`src/hw/rtl/fqd_pkg.sv`:
```
// Shared constants for the filtered quadrature decoder: configuration register map and output width.
package fqd_pkg;

	localparam int CFG_IDX_W = 2;

	typedef logic [CFG_IDX_W-1:0] cfg_idx_t;

	localparam cfg_idx_t REG_DECAY     = 2'd0;
	localparam cfg_idx_t REG_WEIGHT    = 2'd1;
	localparam cfg_idx_t REG_HIGH_THR  = 2'd2;
	localparam cfg_idx_t REG_LOW_THR   = 2'd3;

	localparam int OUT_W = 32;

endpackage

```
`src/hw/rtl/filtered_quadrature_decoder_top.sv`:
```
// Filtered quadrature decoder top level: pin filters, hysteresis, counter and index capture.
// One beat of raw A, B and index samples is taken per clock with no gaps while in_stall is low;
// its result beat is registered through the input register, then the result register that holds
// the filter multiply, saturating add, threshold compare and counter step. A stalled result
// holds one more beat in the input register before in_stall rises. Configuration writes are
// taken in any cycle (cfg_ready is tied high) and are meant to happen while no beat is in
// flight. Levels reset to half scale, filtered bits and the counters to zero.
module filtered_quadrature_decoder_top #(
	parameter int COUNT_WIDTH = 32,
	parameter int LEVEL_WIDTH = 16
) (
	input  logic                   clk,
	input  logic                   arst_n,
	input  logic                   in_valid,
	output logic                   in_stall,
	input  logic                   pin_a,
	input  logic                   pin_b,
	input  logic                   pin_index,
	output logic                   out_valid,
	input  logic                   out_stall,
	output logic signed [fqd_pkg::OUT_W-1:0] position,
	output logic signed [fqd_pkg::OUT_W-1:0] index_position,
	output logic                   chan_a,
	output logic                   chan_b,
	output logic                   chan_index,
	input  logic                   cfg_valid,
	output logic                   cfg_ready,
	input  fqd_pkg::cfg_idx_t      cfg_index,
	input  logic [LEVEL_WIDTH-1:0] cfg_data
);
	import fqd_pkg::*;

	localparam int LW = LEVEL_WIDTH;
	localparam int CW = COUNT_WIDTH;

	localparam logic [LW-1:0] DECAY_RST  = LW'((64'd58982 << LW) >> 16);
	localparam logic [LW-1:0] WEIGHT_RST = LW'((64'd6554 << LW) >> 16);
	localparam logic [LW-1:0] HIGH_RST   = LW'((64'd42598 << LW) >> 16);
	localparam logic [LW-1:0] LOW_RST    = LW'((64'd22938 << LW) >> 16);
	localparam logic [LW-1:0] LEVEL_RST  = LW'(1) << (LW - 1);
	localparam logic [LW-1:0] LEVEL_MAX  = {LW{1'b1}};

	logic [LW-1:0] decay_q, weight_q, high_q, low_q;
	logic [LW-1:0] level_a_q, level_b_q, level_idx_q;
	logic          bit_a_q, bit_b_q, bit_idx_q;
	logic [CW-1:0] count_q, captured_q;

	logic vld_s1;
	logic pin_a_s1, pin_b_s1, pin_idx_s1;
	logic out_valid_q;
	logic adv;

	logic [LW-1:0] level_a_nx, level_b_nx, level_idx_nx;
	logic          bit_a_nx, bit_b_nx, bit_idx_nx;
	logic [2:0]    delta;
	logic [CW-1:0] count_nx;

	function automatic logic [LW-1:0] filt(input logic [LW-1:0] level, input logic pin,
			input logic [LW-1:0] decay, input logic [LW-1:0] weight);
		logic [2*LW-1:0] prod;
		logic [LW:0]     sum;
		prod = {{LW{1'b0}}, level} * {{LW{1'b0}}, decay};
		sum  = {1'b0, prod[2*LW-1:LW]} + (pin ? {1'b0, weight} : {(LW+1){1'b0}});
		return sum[LW] ? LEVEL_MAX : sum[LW-1:0];
	endfunction

	function automatic logic hyst(input logic [LW-1:0] level, input logic b,
			input logic [LW-1:0] hi, input logic [LW-1:0] lo);
		logic r;
		r = b;
		if (level < lo) r = 1'b0;
		if (level > hi) r = 1'b1;
		return r;
	endfunction

	assign cfg_ready = 1'b1;
	assign adv       = vld_s1 && (!out_valid_q || !out_stall);
	assign in_stall  = vld_s1 && !adv;
	assign out_valid = out_valid_q;

	always_comb begin
		level_a_nx   = filt(level_a_q, pin_a_s1, decay_q, weight_q);
		level_b_nx   = filt(level_b_q, pin_b_s1, decay_q, weight_q);
		level_idx_nx = filt(level_idx_q, pin_idx_s1, decay_q, weight_q);
		// B decides on its old level, A and index on the new one
		bit_b_nx     = hyst(level_b_q, bit_b_q, high_q, low_q);
		bit_a_nx     = hyst(level_a_nx, bit_a_q, high_q, low_q);
		bit_idx_nx   = hyst(level_idx_nx, bit_idx_q, high_q, low_q);
		delta = 3'sd0;
		if (bit_a_nx != bit_a_q)
			delta = (bit_a_nx != bit_b_nx) ? 3'sd1 : -3'sd1;
		if (bit_b_nx != bit_b_q)
			delta = delta + ((bit_a_nx != bit_b_nx) ? -3'sd1 : 3'sd1);
		count_nx = count_q + {{(CW-3){delta[2]}}, delta};
	end

	always_ff @(posedge clk or negedge arst_n) begin
		if (!arst_n) begin
			decay_q  <= DECAY_RST;
			weight_q <= WEIGHT_RST;
			high_q   <= HIGH_RST;
			low_q    <= LOW_RST;
		end else if (cfg_valid && cfg_ready) begin
			case (cfg_index)
				REG_DECAY:    decay_q  <= cfg_data;
				REG_WEIGHT:   weight_q <= cfg_data;
				REG_HIGH_THR: high_q   <= cfg_data;
				REG_LOW_THR:  low_q    <= cfg_data;
				default: ;
			endcase
		end
	end

	always_ff @(posedge clk or negedge arst_n) begin
		if (!arst_n) begin
			vld_s1 <= 1'b0;
		end else if (in_valid && !in_stall) begin
			vld_s1 <= 1'b1;
		end else if (adv) begin
			vld_s1 <= 1'b0;
		end
	end

	always_ff @(posedge clk) begin
		if (in_valid && !in_stall) begin
			pin_a_s1   <= pin_a;
			pin_b_s1   <= pin_b;
			pin_idx_s1 <= pin_index;
		end
	end

	always_ff @(posedge clk or negedge arst_n) begin
		if (!arst_n) begin
			level_a_q   <= LEVEL_RST;
			level_b_q   <= LEVEL_RST;
			level_idx_q <= LEVEL_RST;
			bit_a_q     <= 1'b0;
			bit_b_q     <= 1'b0;
			bit_idx_q   <= 1'b0;
			count_q     <= '0;
			captured_q  <= '0;
			out_valid_q <= 1'b0;
		end else begin
			if (adv) begin
				level_a_q   <= level_a_nx;
				level_b_q   <= level_b_nx;
				level_idx_q <= level_idx_nx;
				bit_a_q     <= bit_a_nx;
				bit_b_q     <= bit_b_nx;
				bit_idx_q   <= bit_idx_nx;
				count_q     <= count_nx;
				if (bit_idx_nx)
					captured_q <= count_nx;
				out_valid_q <= 1'b1;
			end else if (!out_stall) begin
				out_valid_q <= 1'b0;
			end
		end
	end

	// result beat is the state itself: it only moves on adv, which needs the beat taken
	generate
		if (CW >= OUT_W) begin : g_out_trunc
			assign position       = count_q[OUT_W-1:0];
			assign index_position = captured_q[OUT_W-1:0];
		end else begin : g_out_ext
			assign position       = {{(OUT_W-CW){1'b0}}, count_q};
			assign index_position = {{(OUT_W-CW){1'b0}}, captured_q};
		end
	endgenerate

	assign chan_a     = bit_a_q;
	assign chan_b     = bit_b_q;
	assign chan_index = bit_idx_q;

endmodule

```
`config.mk`:
```
export PLATFORM = sky130hd
export DESIGN_NAME = filtered_quadrature_decoder_top
export DESIGN_NICKNAME = d
export VERILOG_FILES = /design/src/hw/rtl/fqd_pkg.sv /design/src/hw/rtl/filtered_quadrature_decoder_top.sv
export SDC_FILE = /design/constraint.sdc
export NUM_CORES = 2
export LEC_CHECK = 0
export BUFFER_PORTS_ARGS = -buffer_cell sky130_fd_sc_hd__buf_2
export CELL_PAD_IN_SITES_DETAIL_PLACEMENT = 0
export CELL_PAD_IN_SITES_GLOBAL_PLACEMENT = 2
export CORE_MARGIN = 2
export CORE_UTILIZATION = 38
export DETAILED_ROUTE_END_ITERATION = 6
export PLACE_DENSITY_LB_ADDON = 0.1
export RECOVER_POWER = 25
export REMOVE_ABC_BUFFERS = 1
export SLEW_MARGIN = 5
export SYNTH_ARGS = -nofsm -noshare
export SYNTH_HDL_FRONTEND = slang
export SYNTH_SLANG_ARGS = --single-unit
```
`constraint.sdc`:
```
create_clock -name clk -period 11.47 [get_ports clk]
set_input_delay 2.294 -clock clk [delete_from_list [all_inputs] [get_ports clk]]
set_output_delay 2.294 -clock clk [all_outputs]
set_load 0.02 [all_outputs]
```
; Word-level counts from Yosys, hierarchy flattened
; Index checks and enable logic that the tools add are counted.
[totals]
wordCells = 73
out_inout_bits = 70
ff_bits = 184
[op_classes]
order_cmp = 6
n_reduce_logical = 15
eq_ne = 7
n_mul = 3
add_sub_neg = 5
muxes = 20
[ops]
columns = cell, count
row1 = $mul A16 B16 Y32, 3
row2 = $mux W16, 6
row3 = $add A16 B16 Y17, 3
row4 = $gt A16 B16 Y1, 3
row5 = $lt A16 B16 Y1, 3
row6 = $add A32 B32 Y32, 1
row7 = $mux W3, 4
row8 = $mux W1, 10
row9 = $reduce_and A2 Y1, 5
row10 = $eq A2 B2 Y1 const B, 2
row11 = $logic_not A1 Y1, 4
row12 = $add A3 B3 Y3, 1
row13 = $logic_and A1 B1 Y1, 3
row14 = $ne A1 B1 Y1, 3
row15 = $eq A2 B1 Y1 const B, 1
row16 = $logic_not A2 Y1, 1
row17 = $ne A2 B1 Y1 const B, 1
row18 = $reduce_bool A2 Y1, 1
row19 = $logic_or A1 B1 Y1, 1

; Logic depth before layout (Yosys ltp)
[depth]
word_depth = 12
depth_mapped = 56
ltp_nobuf = 54

; Least setup slack after synthesis
; Ideal clock, no wire load.
[synth_path]
path_kind = flip-flop to flip-flop
start = register decay_q[1]
end = register count_q[28] (netlist: position[28])
t_arrival_ps = 12617
path_slack_ps = -1271
period_less_slack_ps = 12741
path_stages_with_launch = 50
setup_ps = 125
path_cell_list = dfstp_2 > clkbuf_1 > clkbuf_1 > nand2_1 > fa_1 > fa_1 > fa_1 > inv_1 > fa_1 > fa_1 > inv_1 > fa_1 > inv_1 > ha_1 > a2111o_1 > a211oi_1 > o211ai_1 > a31oi_1 > (+14 left out) > ha_1 > nand4_1 > or4_4 > o221a_4 > or2_4 > nor3_4 > o21ai_2 > a21oi_4 > ha_1 > nor2b_1 > o31a_1 > o221ai_1 > o21ai_1 > a2111oi_2 > nor3_1 > o31a_1 > o31a_1 > mux2_2
[synth_via]
elab_chain_len = 12
word_cells_on_any_way = 15
[synth_lines]
columns = item, line_no
row1 = start: declaration, filtered_quadrature_decoder_top.sv:43  ; logic [LW-1:0] decay_q, weight_q, high_q, low_q;
row2 = start signal: assignment, filtered_quadrature_decoder_top.sv:105  ; REG_DECAY: decay_q <= cfg_data;
row3 = $mul A16 B16 Y32 *, filtered_quadrature_decoder_top.sv:62  ; prod = {{LW{1'b0}}, level} * {{LW{1'b0}}, decay};
row4 = $add A16 B16 Y17 *, filtered_quadrature_decoder_top.sv:63  ; sum = {1'b0, prod[2*LW-1:LW]} + (pin ? {1'b0, weight} : {(LW+1){1'b0}});
row5 = $mux W16 *, filtered_quadrature_decoder_top.sv:64  ; return sum[LW] ? LEVEL_MAX : sum[LW-1:0];
row6 = named net level_a_nx[9], filtered_quadrature_decoder_top.sv:53  ; logic [LW-1:0] level_a_nx, level_b_nx, level_idx_nx;
row7 = $lt A16 B16 Y1, filtered_quadrature_decoder_top.sv:71  ; if (level < lo) r = 1'b0;
row8 = $mux W1, filtered_quadrature_decoder_top.sv:71
row9 = $mux W1 *, filtered_quadrature_decoder_top.sv:72  ; if (level > hi) r = 1'b1;
row10 = $ne A1 B1 Y1, "filtered_quadrature_decoder_top.sv:91, filtered_quadrature_decoder_top.sv:93"
row11 = $mux W3, filtered_quadrature_decoder_top.sv:91  ; delta = (bit_a_nx != bit_b_nx) ? 3'sd1 : -3'sd1;
row12 = $mux W3, filtered_quadrature_decoder_top.sv:90  ; if (bit_a_nx != bit_a_q)
row13 = $add A3 B3 Y3, filtered_quadrature_decoder_top.sv:93  ; delta = delta + ((bit_a_nx != bit_b_nx) ? -3'sd1 : 3'sd1);
row14 = $mux W3 *, filtered_quadrature_decoder_top.sv:92  ; if (bit_b_nx != bit_b_q)
row15 = $add A32 B32 Y32 *, filtered_quadrature_decoder_top.sv:94  ; count_nx = count_q + {{(CW-3){delta[2]}}, delta};
row16 = end signal: assignment, filtered_quadrature_decoder_top.sv:151  ; count_q <= count_nx;
row17 = end: declaration, filtered_quadrature_decoder_top.sv:46  ; logic [CW-1:0] count_q, captured_q;
; Mark *: on every way through the listed nets, which the timed path passes. The rest lies on a longest branch.
; A chain may end at the register's enable or synchronous reset.

; Worst setup path in the final report
; Ends and elaborated chain as after synthesis.

==> key figures <==
Routing
  • Post-route ant nets: 0
  • Vias per cell: 4.95
  • Drt total wl: 115,000 um
  • Vias: 27,900
  • Drt pass-1 iters: 5
  • Post-route DRC: 0
  • WL/cell: 20.3 um
  • DR iter-0 viols: 1,277

Timing
  • Slew @ Worst Pin: 4.14 ns
  • Final setup vio count: 42
  • Worst rel slew slack: -1.76
  • Final hold viol count: 0
  • Worst setup margin: -0.711 ns
  • Clk_skew: 0.0294 ns
  • RSZ-0062 raised after global routing: yes
  • Maximum clock rate: 82.1 MHz
  • Final Cycle Share: 1.06
  • Final worst path period need: 12.18 ns
  • Max-slew violation count: 87

CTS
  • Inserted Clock Buffers: 17
  • Worst-Skew Late Latency: 0.51 ns
  • Root Driver: clkbuf_16
  • Clk sinks: 184
  • Worst-path clk slew: 0.08 ns
  • H-tree levels: 4
  • CTS tree: done
  • CTS Buffer Depth: 2

Floorplan
  • Initial Util: 0.384
  • Core area: 95,300 um2
  • Die footprint: 98,900 um2
  • Die height: 314 um
  • IO Pins: 96
  • DIE WIDTH: 314 um
  • Row count: 113

Synthesis
  • Syn Area/Cell: 9.15 um2
  • Mapped Cells: between 4,000 and 5,000
  • Post-synth EDFFs: 3
  • FFs w/ async S/R, synth: 0.984
  • Number of library cell types mapped by synthesis: 81
  • Flip-flop and latch count after synthesis: 184
  • Sequential fraction of the synthesis area: 0.127
  • Syn. warnings: 0
  • Top FF cell, synth: dfrtp_1
  • Mapped cell area: ~37,000 um2

Placed design
  • # port buffers: 94
  • Hpwl dp: 91,100 um
  • RePlAce Congestion: 0.849

Critical path
  • Required @ worst endpoint: ~12 ns
  • CP Capture Type: register
  • CP top delay family: compound AO/OA/AOI/OAI gates
  • Cell count along the critical path: 53
  • Max incr delay on CP: 0.61 ns
  • R2R depth: 53
  • Reg2reg setup slack: -0.71 ns
  • Crit path DAT: 12.57 ns
  • Crit Path Class: reg2reg
  • Worst Path Buf+Inv: 11
  • Slowest stage cell, crit path: dfstp_2
  • Setup crit start kind: register
  • Crit path to: position[28]
  • Worst reg2reg path endpoint: position[28]
  • CP max FO: 13
  • CP startpoint: decay_q[1]
  • Launch instance of the worst register-to-register path: decay_q[1]

Layout
  • # nets final: 5,444
  • Fillcell total: 9,510
  • Area growth syn-to-layout: 17.4%
  • Commonest non-fill, non-tap cell in the layout: inv_1
  • Util after Layout: 0.451
  • Layout cell share with drive strength beyond 1: 0.191
  • Most frequent cells in the layout: 752 x inv_1, 575 x fa_1, 564 x nand2_1

Global route
  • Initial antenna violation count: 5
  • Number of global-route vias before repair: 29,900
  • Global route overflow: 0
  • Largest net degree at the start of global routing: 70
  • Total GRT Usage: 0.240
  • Global-route wire length before repair: 180,000 um

Job
  • Max cap viols: 2

Status
  • Failing checks: capacitance limit, slew limit, setup timing
  • Status: complete, but fails checks

Min path
  • HP Class: reg2reg
  • Hold Startpoint: index_position[20]
## per-stage QoR
stage / instances / hold slack, ns / setup slack (ns) / setup TNS (ns) / instance area [um2]
2_1_floorplan: 3839 / 0.470 / -1.35 / -37.11 / 36000
3_3_place_gp: 5559 / 0.487 / -1.18 / -35.34 / 40900
3_5_place_dp: 5559 / 0.488 / -1.31 / -39.34 / 40900
4_1_cts: 5620 / 0.512 / -0.685 / -14.98 / 42400
5_1_grt: 5638 / 0.519 / -1.25 / -49.94 / 43000
6_report: 5640 / 0.509 / -0.711 / -18.13 / 43000
## cells in the mapped netlist (20+ instances only)
| cell type | number | area share |
|---|---|---|
| mux2i_1 | 28 | 0.0077 |
| xnor2_1 | 64 | 0.015 |
| dfrtp_1 | 146 | 0.10 |
| a21oi_1 | 114 | 0.016 |
| nand2b_1 | 21 | 0.0036 |
| dfstp_2 | 35 | 0.025 |
| xor2_1 | 47 | 0.011 |
| nor2_1 | 81 | 0.0083 |
| and2_1 | 352 | 0.060 |
| mux2_2 | 93 | 0.029 |
| o21a_1 | 20 | 0.0041 |
| nand3_1 | 34 | 0.0046 |
| nor3_1 | 25 | 0.0034 |
| nand2_1 | 580 | 0.059 |
| o21ai_0 | 93 | 0.013 |
| ha_1 | 475 | 0.16 |
| fa_1 | 583 | 0.32 |
| a31oi_1 | 22 | 0.0038 |
| clkbuf_1 | 157 | 0.016 |
| inv_1 | 756 | 0.077 |
| a21o_1 | 49 | 0.010 |
## registers in the layout, indices dropped and copies added (netlist names), 16 cells and up
| signal | count |
|---|---|
| index_position | 32 |
| weight_q | 16 |
| low_q | 16 |
| position | 32 |
| level_idx_q | 16 |
| decay_q | 16 |
| level_b_q | 16 |
| high_q | 16 |
| level_a_q | 16 |
## worst min-delay path by stage
stage,endpoint,depth (start not counted)
detailed placement,index_position[17],1
finish,index_position[20],1
floorplan,out_valid,1
global route,low_q[13],1
CTS,low_q[6],1
global placement,high_q[7],1
## timing repair
action	CTS	global route
hold buffers	0	0
setup endpoints to repair	58	63
setup buffers	27	22
gates resized for setup	132	115
gates cloned	2	0
pin swaps	68	67
hold endpoints to repair	0	0
## cell type report
type	instances	area, um2	share of cell area
timing repair buffer	502	3810	0.0885
clock inverter	14	171	0.00399
sequential	184	4670	0.109
inverter	756	2840	0.0660
multi-input combinational	2899	29500	0.686
clock buffer	18	429	0.00998
antenna	2	5.00	0.000116
tap	1265	1580	0.0368
## kinds of logic (layout without fill, tap and decap cells)
kind of cell | count (synthesis) | after routing | share of synthesized area
flops | 184 | 184 | 0.127
buf+inv | 921 | 1290 | 0.0951
simple gates | 1178 | 1178 | 0.156
other cells | 1 | 3 | 0.000102
fa+ha+maj | 1058 | 1058 | 0.481
mux | 121 | 121 | 0.0363
compound gates | 429 | 429 | 0.0772
xor+xnor | 112 | 112 | 0.0272
## per-layer routing
layer,vias to the layer above,wire length [um],track usage
li1,13200,-,-
met1,14200,53500,0.328
met4,8,2160,0.0504
met3,93,3060,0.0225
met5,-,44,0
met2,394,55900,0.414
Power is left out: the tool's default activity adds up to more than one toggle a clock period on the data nets, which glitch-free logic cannot reach.
